--- src/rtl/lmi_pkg.sv ---
// ----------------------------------------------------------------------------
// lmi_pkg: shared types and constants of the linear move interpolator
// Payload structs, status codes and arithmetic widths.
// ----------------------------------------------------------------------------
`default_nettype none
package lmi_pkg;

  localparam int unsigned MaxStepsDefault = 65535;
  localparam logic [15:0] FullSpeedReset = 16'd5120;
  localparam logic [14:0] PercentQ8 = 15'd25600;

  typedef enum logic [1:0] {
    STATUS_MOVE  = 2'd0,
    STATUS_POINT = 2'd1,
    STATUS_IDLE  = 2'd2,
    STATUS_ZERO  = 2'd3
  } status_t;

  typedef struct packed {
    logic               mode;
    logic signed [31:0] start_x;
    logic signed [31:0] start_y;
    logic signed [31:0] start_z;
    logic signed [31:0] target_x;
    logic signed [31:0] target_y;
    logic signed [31:0] target_z;
    logic [14:0]        speed_percent;
  } lmi_in_t;

  typedef struct packed {
    logic [1:0]         status;
    logic signed [31:0] point_x;
    logic signed [31:0] point_y;
    logic signed [31:0] point_z;
    logic [15:0]        step_total;
    logic               last_point;
  } lmi_out_t;

  // Request to and answer from the shared restoring divider.
  typedef struct packed {
    logic        start;
    logic [66:0] dividend;
    logic [66:0] divisor;
  } div_req_t;

  typedef struct packed {
    logic        done;
    logic [66:0] quotient;
  } div_rsp_t;

  function automatic logic signed [31:0] sat32(input logic signed [33:0] v);
    if (v > 34'sh0_7FFF_FFFF) return 32'sh7FFF_FFFF;
    if (v < -34'sh0_8000_0000) return 32'sh8000_0000;
    return v[31:0];
  endfunction

endpackage
`default_nettype wire

--- src/rtl/lmi_div.sv ---
// ----------------------------------------------------------------------------
// lmi_div: shared unsigned restoring divider
// One quotient bit per cycle over 67 steps.
// ----------------------------------------------------------------------------
`default_nettype none
module lmi_div
  import lmi_pkg::*;
(
  input  wire logic     clk,
  input  wire logic     rst,
  input  wire div_req_t req,
  output div_rsp_t      rsp
);

  logic [66:0] quo;
  logic [66:0] rem;
  logic [66:0] dsr;
  logic [6:0]  cnt;
  logic        busy;
  logic        done;
  logic [67:0] trial;

  always_comb begin
    trial = {rem, quo[66]} - {1'b0, dsr};
  end

  always_ff @(posedge clk) begin
    if (rst) begin
      busy <= 1'b0;
      done <= 1'b0;
      cnt  <= '0;
    end else begin
      if (req.start) begin
        busy <= 1'b1;
        done <= 1'b0;
        cnt  <= 7'd67;
        quo  <= req.dividend;
        rem  <= '0;
        dsr  <= req.divisor;
      end else if (busy) begin
        if (!trial[67]) begin
          rem <= trial[66:0];
          quo <= {quo[65:0], 1'b1};
        end else begin
          rem <= {rem[65:0], quo[66]};
          quo <= {quo[65:0], 1'b0};
        end
        cnt  <= cnt - 7'd1;
        done <= (cnt == 7'd1);
        if (cnt == 7'd1) busy <= 1'b0;
      end else begin
        done <= 1'b0;
      end
    end
  end

  assign rsp = {done, quo};

endmodule
`default_nettype wire

--- src/rtl/linear_move_interpolator_unit.sv ---
// ----------------------------------------------------------------------------
// linear_move_interpolator_unit: straight-line three-axis move generator
// Plans a step count from the move distance and speed, then emits points.
// ----------------------------------------------------------------------------
// channel   direction  handshake         payload
// in        input      in_valid/in_stall  lmi_in_t
// out       output     out_valid/out_stall lmi_out_t
// cfg       input      cfg_we             full_speed_step
//
// A tick or a rejected move goes from acceptance through S_OUT, which registers its result.
// A planned move computes three squares and a 34-step square root, then the
// count division and three increment divisions on one bit-serial divider of
// 67 steps, with one 34x34 multiplier reused for every product. A zero step
// size skips the count division.
// Reset is synchronous and leaves the block idle at the origin.
// A stalled result holds the block; no new transaction is taken until it leaves.
// ----------------------------------------------------------------------------
`default_nettype none
module linear_move_interpolator_unit
  import lmi_pkg::*;
#(
  parameter int unsigned MAX_STEPS = MaxStepsDefault
) (
  input  wire logic        clk,
  input  wire logic        rst,
  input  wire logic        in_valid,
  output logic             in_stall,
  input  wire lmi_in_t     in_data,
  output logic             out_valid,
  input  wire logic        out_stall,
  output lmi_out_t         out_data,
  input  wire logic        cfg_we,
  input  wire logic [15:0] cfg_data
);

  typedef enum logic [9:0] {
    S_IDLE  = 10'b0000000001,
    S_DIFF  = 10'b0000000010,
    S_SQ    = 10'b0000000100,
    S_ROOT  = 10'b0000001000,
    S_DEN   = 10'b0000010000,
    S_NUM   = 10'b0000100000,
    S_CNT   = 10'b0001000000,
    S_INC   = 10'b0010000000,
    S_INCW  = 10'b0100000000,
    S_OUT   = 10'b1000000000
  } state_t;

  state_t state;
  logic [15:0] full_speed_step;
  lmi_in_t     item;
  logic signed [31:0] cur [3];
  logic signed [31:0] inc [3];
  logic [15:0] steps_remaining;
  logic signed [32:0] diff [3];
  logic [1:0]  axis;
  logic [67:0] sumsq;
  logic [33:0] root;
  logic [5:0]  bitpos;
  logic [15:0] count;
  logic [1:0]  res_status;
  logic [15:0] res_total;
  logic        res_last;

  // Shared multiplier with a registered product.
  logic [33:0] mul_a, mul_b;
  logic [67:0] prod;

  div_req_t dreq;
  div_rsp_t drsp;

  lmi_div u_div (.clk(clk), .rst(rst), .req(dreq), .rsp(drsp));

  logic [33:0] cand;
  logic [32:0] absd;
  logic [66:0] qsel;
  logic signed [33:0] qsgn;

  always_comb begin
    cand  = root | (34'd1 << bitpos);
    absd  = diff[axis][32] ? -diff[axis] : diff[axis];
    mul_a = {1'b0, absd};
    mul_b = {1'b0, absd};
    unique case (state)
      S_ROOT: begin mul_a = cand; mul_b = cand; end
      S_DEN: begin
        mul_a = {19'd0, item.speed_percent};
        mul_b = {18'd0, full_speed_step};
      end
      S_NUM: begin mul_a = root; mul_b = {19'd0, PercentQ8}; end
      default: ;
    endcase
    qsel = drsp.quotient;
    qsgn = (qsel[66:33] != '0) ? 34'sh1_FFFF_FFFF : {1'b0, qsel[32:0]};
    if (diff[axis][32]) qsgn = -qsgn;
  end

  logic [1:0] phase;
  logic signed [33:0] sum3 [3];

  always_comb begin
    for (int i = 0; i < 3; i++) sum3[i] = 34'(cur[i]) + 34'(inc[i]);
  end

  assign in_stall = (state != S_IDLE) || (out_valid && out_stall);

  always_ff @(posedge clk) begin
    prod <= mul_a * mul_b;
    if (rst) begin
      state           <= S_IDLE;
      out_valid       <= 1'b0;
      full_speed_step <= FullSpeedReset;
      steps_remaining <= '0;
      dreq.start      <= 1'b0;
      for (int i = 0; i < 3; i++) begin cur[i] <= '0; inc[i] <= '0; end
    end else begin
      if (cfg_we) full_speed_step <= cfg_data;
      if (out_valid && !out_stall) out_valid <= 1'b0;
      unique case (state)
        S_IDLE: if (in_valid && !in_stall) begin
          item <= in_data;
          res_total <= '0;
          if (in_data.mode) begin
            if (steps_remaining == '0) begin
              res_status <= STATUS_IDLE;
              res_last   <= 1'b0;
            end else begin
              for (int i = 0; i < 3; i++) cur[i] <= sat32(sum3[i]);
              steps_remaining <= steps_remaining - 16'd1;
              res_status <= STATUS_POINT;
              res_last   <= (steps_remaining == 16'd1);
            end
            state <= S_OUT;
          end else if (in_data.speed_percent == '0) begin
            res_status <= STATUS_ZERO;
            res_last   <= 1'b0;
            state <= S_OUT;
          end else begin
            state <= S_DIFF;
          end
        end
        S_DIFF: begin
          diff[0] <= 33'(item.target_x) - 33'(item.start_x);
          diff[1] <= 33'(item.target_y) - 33'(item.start_y);
          diff[2] <= 33'(item.target_z) - 33'(item.start_z);
          axis  <= 2'd0;
          phase <= 2'd0;
          sumsq <= '0;
          state <= S_SQ;
        end
        S_SQ: begin
          // One cycle issues a square, the next accumulates it.
          if (phase == 2'd0) begin
            phase <= 2'd1;
          end else begin
            phase <= 2'd0;
            sumsq <= sumsq + prod;
            if (axis == 2'd2) begin
              root <= '0; bitpos <= 6'd33; state <= S_ROOT;
            end else begin
              axis <= axis + 2'd1;
            end
          end
        end
        S_ROOT: begin
          if (phase == 2'd0) begin
            phase <= 2'd1;
          end else begin
            phase <= 2'd0;
            if (prod <= sumsq) root <= cand;
            if (bitpos == '0) state <= S_DEN;
            else bitpos <= bitpos - 6'd1;
          end
        end
        S_DEN: begin
          if (phase == 2'd0) phase <= 2'd1;
          else begin
            phase <= 2'd0;
            dreq.divisor <= {36'd0, prod[30:0]};
            state <= S_NUM;
          end
        end
        S_NUM: begin
          if (phase == 2'd0) phase <= 2'd1;
          else begin
            phase <= 2'd0;
            if (dreq.divisor == '0) begin
              count <= 16'(MAX_STEPS);
              axis <= 2'd0;
              state <= S_INC;
            end else begin
              dreq.dividend <= prod[66:0];
              dreq.start <= 1'b1;
              state <= S_CNT;
            end
          end
        end
        S_CNT: begin
          dreq.start <= 1'b0;
          if (drsp.done) begin
            if (qsel == '0) count <= 16'd1;
            else if (qsel > 67'(MAX_STEPS)) count <= 16'(MAX_STEPS);
            else count <= qsel[15:0];
            axis <= 2'd0;
            state <= S_INC;
          end
        end
        S_INC: begin
          dreq.dividend <= {34'd0, absd};
          dreq.divisor  <= {51'd0, count};
          dreq.start    <= 1'b1;
          state <= S_INCW;
        end
        S_INCW: begin
          dreq.start <= 1'b0;
          if (drsp.done) begin
            inc[axis] <= sat32(qsgn);
            if (axis == 2'd2) begin
              cur[0] <= item.start_x; cur[1] <= item.start_y; cur[2] <= item.start_z;
              steps_remaining <= count;
              res_status <= STATUS_MOVE;
              res_total  <= count;
              res_last   <= 1'b0;
              state <= S_OUT;
            end else begin
              axis <= axis + 2'd1;
              state <= S_INC;
            end
          end
        end
        S_OUT: begin
          out_valid <= 1'b1;
          state <= S_IDLE;
        end
        default: state <= S_IDLE;
      endcase
    end
  end

  assign out_data = {res_status, cur[0], cur[1], cur[2], res_total, res_last};

endmodule
`default_nettype wire

--- config.mk ---
export PLATFORM = sky130hd
export DESIGN_NAME = linear_move_interpolator_unit
export DESIGN_NICKNAME = d
export VERILOG_FILES = /design/src/rtl/lmi_pkg.sv /design/src/rtl/lmi_div.sv /design/src/rtl/linear_move_interpolator_unit.sv
export SDC_FILE = /design/constraint.sdc
export NUM_CORES = 2
export LEC_CHECK = 0
export BUFFER_PORTS_ARGS = -buffer_cell sky130_fd_sc_hd__buf_2
export CAP_MARGIN = 10
export CORE_MARGIN = 1
export CORE_UTILIZATION = 40
export DETAILED_ROUTE_END_ITERATION = 16
export PLACE_DENSITY = 0.58
export SLEW_MARGIN = 25
export SYNTH_ARGS = -nofsm -noshare
export SYNTH_HDL_FRONTEND = slang
export SYNTH_SLANG_ARGS = --single-unit
--- constraint.sdc ---
create_clock -name clk -period 12.2 [get_ports clk]
set_input_delay 1.83 -clock clk [delete_from_list [all_inputs] [get_ports clk]]
set_output_delay 1.83 -clock clk [all_outputs]
set_load 0.03 [all_outputs]
# After elaboration in Yosys (flattened, before gate mapping)
# Memories as Yosys holds them, arrays and structs flattened. A register that Yosys moved wholly into a read port is not among the register bits.
# Index checks and enable logic that the tools add are counted.
totals:
  ff_bits: 810
  out_inout_bits: 117
  ram_bits: 291
  inputBits: 229
  n_memories: 3
memory_table:
  columns: ["name", "words", "word_bits", "read_ports", "rd_clocked_by_memory_dff", "wr", "line", "rtl"]
  rows:
  - ["diff", 3, 33, 1, 1, 3, "linear_move_interpolator_unit.sv:55", "logic signed [32:0] diff [3];"]
  - ["cur", 3, 32, 3, 0, 3, "linear_move_interpolator_unit.sv:52", "logic signed [31:0] cur [3];"]
  - ["inc", 3, 32, 3, 0, 3, "linear_move_interpolator_unit.sv:53", "logic signed [31:0] inc [3];"]
op_classes:
  n_mux: 198
  n_bitwise: 9
  multipliers: 1
  reduce_logical: 45
  addsub: 14
  eq_ne: 31
  n_lt_le_gt_ge: 10
  shift: 1
ops:
  columns: ["cell", "count"]
  rows:
  - ["two-way mux 32 bit", 41]
  - ["two-way mux 67 bit", 5]
  - ["case mux 67 bit (2 select lines)", 2]
  - ["two-way mux 68 bit", 3]
  - ["case mux 34 bit (3 select lines)", 2]
  - ["two-way mux 16 bit", 11]
  - ["two-way mux 34 bit", 5]
  - ["case mux 68 bit (2 select lines)", 1]
  - ["zero test 67 bit", 2]
  - ["two-way mux 10 bit", 12]
  - ["adder 32 x 32 -> 33 bit", 3]
  - ["> comparator 33 x 32 -> 1 bit, second input constant", 3]
  - ["< comparator 33 x 32 -> 1 bit, second input constant", 3]
  - ["subtractor 32 x 32 -> 33 bit", 3]
  - ["case mux 16 bit (2 select lines)", 3]
  - ["case mux 10 bit (9 select lines)", 1]
  - ["two-way mux 1 bit", 82]
  - ["adder 68 bit", 1]
  - ["less-or-equal comparator 68 bit", 1]
  - ["multiplier 34 x 34 -> 68 bit", 1]
  - ["case mux 34 bit (2 select lines)", 1]
  - ["subtractor 68 x 67 -> 68 bit", 1]
  - ["> comparator 67 x 16 -> 1 bit, second input constant", 1]
  - ["two-way mux 33 bit", 2]
  - ["60 further kinds", 119]

# Logic depth before layout (Yosys ltp)
# An unclocked memory read counts as a cell.
depth:
  word_depth: 24
  mapped_depth: 45
  depth_no_buf: 41

# Hierarchy
# Synthesis repeated with hierarchy kept, for this count alone.
hier_totals:
  cells_unflattened: 10062
  hier_area_um2: 97852.6
by_module_without_submodules:
  columns: ["mod", "instances", "area_each_um2", "cells_per_inst"]
  rows:
  - ["linear_move_interpolator_unit", 1, 84706.2, 8785]
  - ["lmi_div", 1, 13146.4, 1277]

# Worst setup path before layout
# Ideal clock, no wire load.
synth_path:
  path_type: "input port to flip-flop"
  start: "in rst"
  end: "reg item[0] (netlist name) (enable)"
  required_time_ps: 11421
  t_arrival_ps: 10842
  slack_ps: 579
  path_stages: 3
  n_path_buf: 2
  cell_sequence: "clkbuf_1 -> buf_1 -> nor2_1"
synth_between:
  elab_chain_len: 2
synth_lines:
  columns: ["element", "line", "rtl"]
  rows:
  - ["start, declared", "linear_move_interpolator_unit.sv:25", "input wire logic rst,"]
  - ["NOT 1 bit (no source line)", null, null]
  - ["AND reduction 3 bit (no source line)", null, null]
  - ["end signal, assigned", "linear_move_interpolator_unit.sv:121", "item <= in_data;"]
  - ["end, declared", "linear_move_interpolator_unit.sv:51", "lmi_in_t item;"]
# Every way passes these cells.
# A chain may end at the register's enable or synchronous reset.

==> key figures <==
Outcome
  – Run status: complete, no violations

Clock tree
  – Clock Latency Late Sink: 0.79 ns
  – CTS sink cnt: 1030
  – Clk buf depth: 3
  – Root buffer cell: clkbuf_16
  – H-tree depth: 3
  – CTS tree: yes
  – Clock Pin Slew Worst Setup and Hold Paths: 0.06 ns
  – Num CTS Buffers: 117

GRT
  – All-Layer GR Usage: 28.54%
  – Initial antenna violation count: 14
  – Vias in the first global route: 73500
  – Gr ovfl total: 0
  – Largest net degree at the start of global routing: 84
  – First-pass GRT wire length: 493700 µm

Timing
  – Setup Viol. Count Final: 0
  – RSZ-0062 raised after global routing: no
  – Clk_skew: 0.04739 ns
  – Slew @ Worst Pin: 1.136 ns
  – Final hold viol count: 0
  – Final worst path period share: 97.40%
  – Final Max Tran Viols: 0
  – Max frequency: 84.15 MHz
  – Crit path time final: 11.88 ns
  – Final setup TNS: 0 ns
  – Slew HR: 23.71%

Detailed routing
  – Routed len/inst: 25.96 µm
  – Wl on met1: 138600 µm
  – Met2 wire len: 152300 µm
  – ANT nets after route: 0
  – Post-route DRC violation count: 0
  – DRT Wirelength: 338900 µm
  – Routed vias/inst: 5.627
  – Pre-antenna DRT Iters: 6
  – Highest routed layer: met5
  – Starting DRT DRC Count: 7146
  – Vias: 73470
  – Met3 wire length: 28020 µm

Worst setup path
  – Peak per-stage delay on the critical path: 0.61 ns
  – Most frequent CP cell: fa_1
  – CP max-delay cell: a221oi_1
  – Req. time, crit path: 12.91 ns
  – Worst setup path class: reg -> reg
  – Worst Setup Start Kind: flop
  – Critical Path AT: 12.59 ns
  – Max FO, Critical Path: 24
  – Crit path capture type: flop

Placement
  – RePlAce Congestion: 1.035
  – Port Buffers: 345
  – DP HPWL: 270300 µm

Die
  – DIE WIDTH: 485.6 µm
  – Core box area: 0.2325 mm²
  – Starting Density: 40.23%
  – Die H: 485.6 µm
  – Row count: 177
  – DIE AREA: 0.2358 mm²
  – I/O pin cnt: 346

Synthesis
  – Synthesized Nets: 11500
  – Yosys warns: 0
  – Cell area after synthesis: 0.09354 mm²
  – Number of synthesized flops with an enable pin: 907
  – Sequential-to-total area share from yosys stat: 31.75%
  – Cell count after synthesis: 9584
  – Post-synth cell types: 94
  – FFs w/ async S/R, synth: 0%
  – Avg Inst Size Synth: 9.760 µm²
  – Synthesized flop and latch total: 1030
  – Post-synth top flop: edfxtp_1

Final layout
  – Nets@finish: 11810
  – Syn-to-layout area delta: 10.76%
  – Layout cell share with drive strength beyond 1: 9.462%

Hold path
  – Worst min path class: reg -> reg

Flow run
  – Max Cap Violations: 0
==> timing repair <==
| action | in CTS | in global routing |
|---|---|---|
| endpoints found under the setup margin | 1 | 11 |
| cloned | 0 | 0 |
| hold buffers | 0 | 0 |
| setup buffers | 0 | 0 |
| gates resized for setup | 1 | 7 |
==> cell type report <==
cell class,instances,area (µm²)
fill,22310,128900
timing repair buffer,569,3445
sequential,1030,29710
multi-input combinational,6634,56860
antenna,15,37.54
inverter,1545,5803
tap,3043,3807
clock buffer,141,3079
clock inverter,79,867.1
==> worst paths after layout <==
path                            slack [ns]  depth (start not counted)       endpoint      from
worst min-delay path                  0.43                          0  u_div.dsr[23]  dreq[23]
worst min register to register        0.43                          0  u_div.dsr[23]  dreq[23]
worst max register to register        0.32                         37       prod[60]      flop
worst max-delay path                  0.32                         37       prod[60]      flop
==> synth_stat cells (29+ instances only) <==
cell / instances / area [µm²]
a211oi_1: 52 / 390.4
a21o_1: 195 / 1464
a21oi_1: 521 / 2608
a221o_1: 47 / 470.5
a221oi_1: 30 / 262.8
a22oi_1: 42 / 315.3
a31oi_1: 50 / 312.8
and2_1: 113 / 706.9
and3_1: 37 / 231.5
clkbuf_1: 329 / 1235
dfxtp_1: 123 / 2462
edfxtp_1: 907 / 27240
fa_1: 1028 / 20580
ha_1: 657 / 8220
inv_1: 1533 / 5754
mux2_2: 78 / 878.3
mux2i_1: 75 / 750.7
nand2_1: 881 / 3307
nand2b_1: 63 / 394.1
nand3_1: 69 / 345.3
nand4_1: 62 / 387.9
nor2_1: 1135 / 4260
nor2b_1: 49 / 306.5
nor3_1: 111 / 555.5
nor4_1: 65 / 406.6
o21a_1: 64 / 480.5
o21ai_0: 320 / 1602
o21bai_1: 73 / 548.0
o221ai_1: 32 / 280.3
o31ai_1: 35 / 262.8
or2_2: 29 / 181.4
or3_1: 50 / 312.8
xnor2_1: 261 / 2286
xor2_1: 122 / 1069
==> layer usage <==
metal | vias to the layer above | track usage [%]
met5 | - | 0
met4 | 12 | 14.52
met3 | 717 | 4.849
met2 | 3473 | 44.83
met1 | 36840 | 37.93
li1 | 32430 | -
==> critical path: cells and delay by family (launching register included) <==
family / cells / cell delay, ns
buf+inv: 8 / 1.35
simple gates: 5 / 1.16
flops: 1 / 0.57
fa+ha+maj: 9 / 4.56
xor+xnor: 2 / 0.34
mux: 1 / 0.45
compound gates: 12 / 3.36
==> per-stage QoR <==
stage                     instance area (µm²)  utilization [%]  setup slack (ns)  cells  hold slack [ns]
after floorplan                         93540                -            0.5788   9584           0.4268
after global placement                  99490            42.79           0.01144  12820           0.4316
after detailed placement                99540            42.80           0.04551  12820           0.4353
after CTS                              103500            44.50            0.2255  13040           0.4218
after global routing                   103600            44.54           0.01159  13040           0.4279
final                                  103600            44.56            0.3171  13060           0.4349
==> cell families (layout without fill, tap and decap cells) <==
| group | after synthesis | count (layout) | share of synthesized area (%) |
|---|---|---|---|
| compound gates | 1652 | 1652 | 11.36 |
| fa+ha+maj | 1685 | 1685 | 30.79 |
| buf+inv | 1920 | 2334 | 7.743 |
| flops | 1030 | 1030 | 31.75 |
| mux | 156 | 156 | 1.778 |
| xor+xnor | 383 | 383 | 3.586 |
| other cells | 0 | 15 | 0 |
| simple gates | 2758 | 2758 | 13.00 |
==> placed cells by master, fill, tap and decap left out, types with 28 or more instances in the layout <==
cell          n
mux2i_1      75
o21a_1       63
ha_1        657
xnor2_1     260
o221ai_1     32
o21bai_1     73
clkbuf_16   118
a22oi_1      42
inv_1      1533
edfxtp_1    907
nand4_1      62
a221o_1      47
o21ai_0     319
nor2_1     1124
xor2_1      121
buf_2       345
nand2_1     880
nand3_1      69
a21oi_1     509
nor2b_1      49
a221oi_1     28
a21o_1      194
a211oi_1     52
or3_1        50
nor4_1       63
o31ai_1      35
mux2_2       78
dfxtp_1     120
and3_1       37
or2_2        30
nand2b_1     63
a31oi_1      49
and2_1      112
buf_4       220
nor3_1      109
fa_1       1028
==> sequential cells by signal, indices dropped and copies added (netlist names), 31 cells and up, named ones only <==
name       count
u_div.rem     67
prod          68
u_div.quo     67
sumsq         68
diff          99
inc           96
cur           96
u_div.dsr     31
dreq          99
item         207
root          34
Power is left out: the tool's default activity adds up to more than one toggle a clock period on the data nets, which glitch-free logic cannot reach.
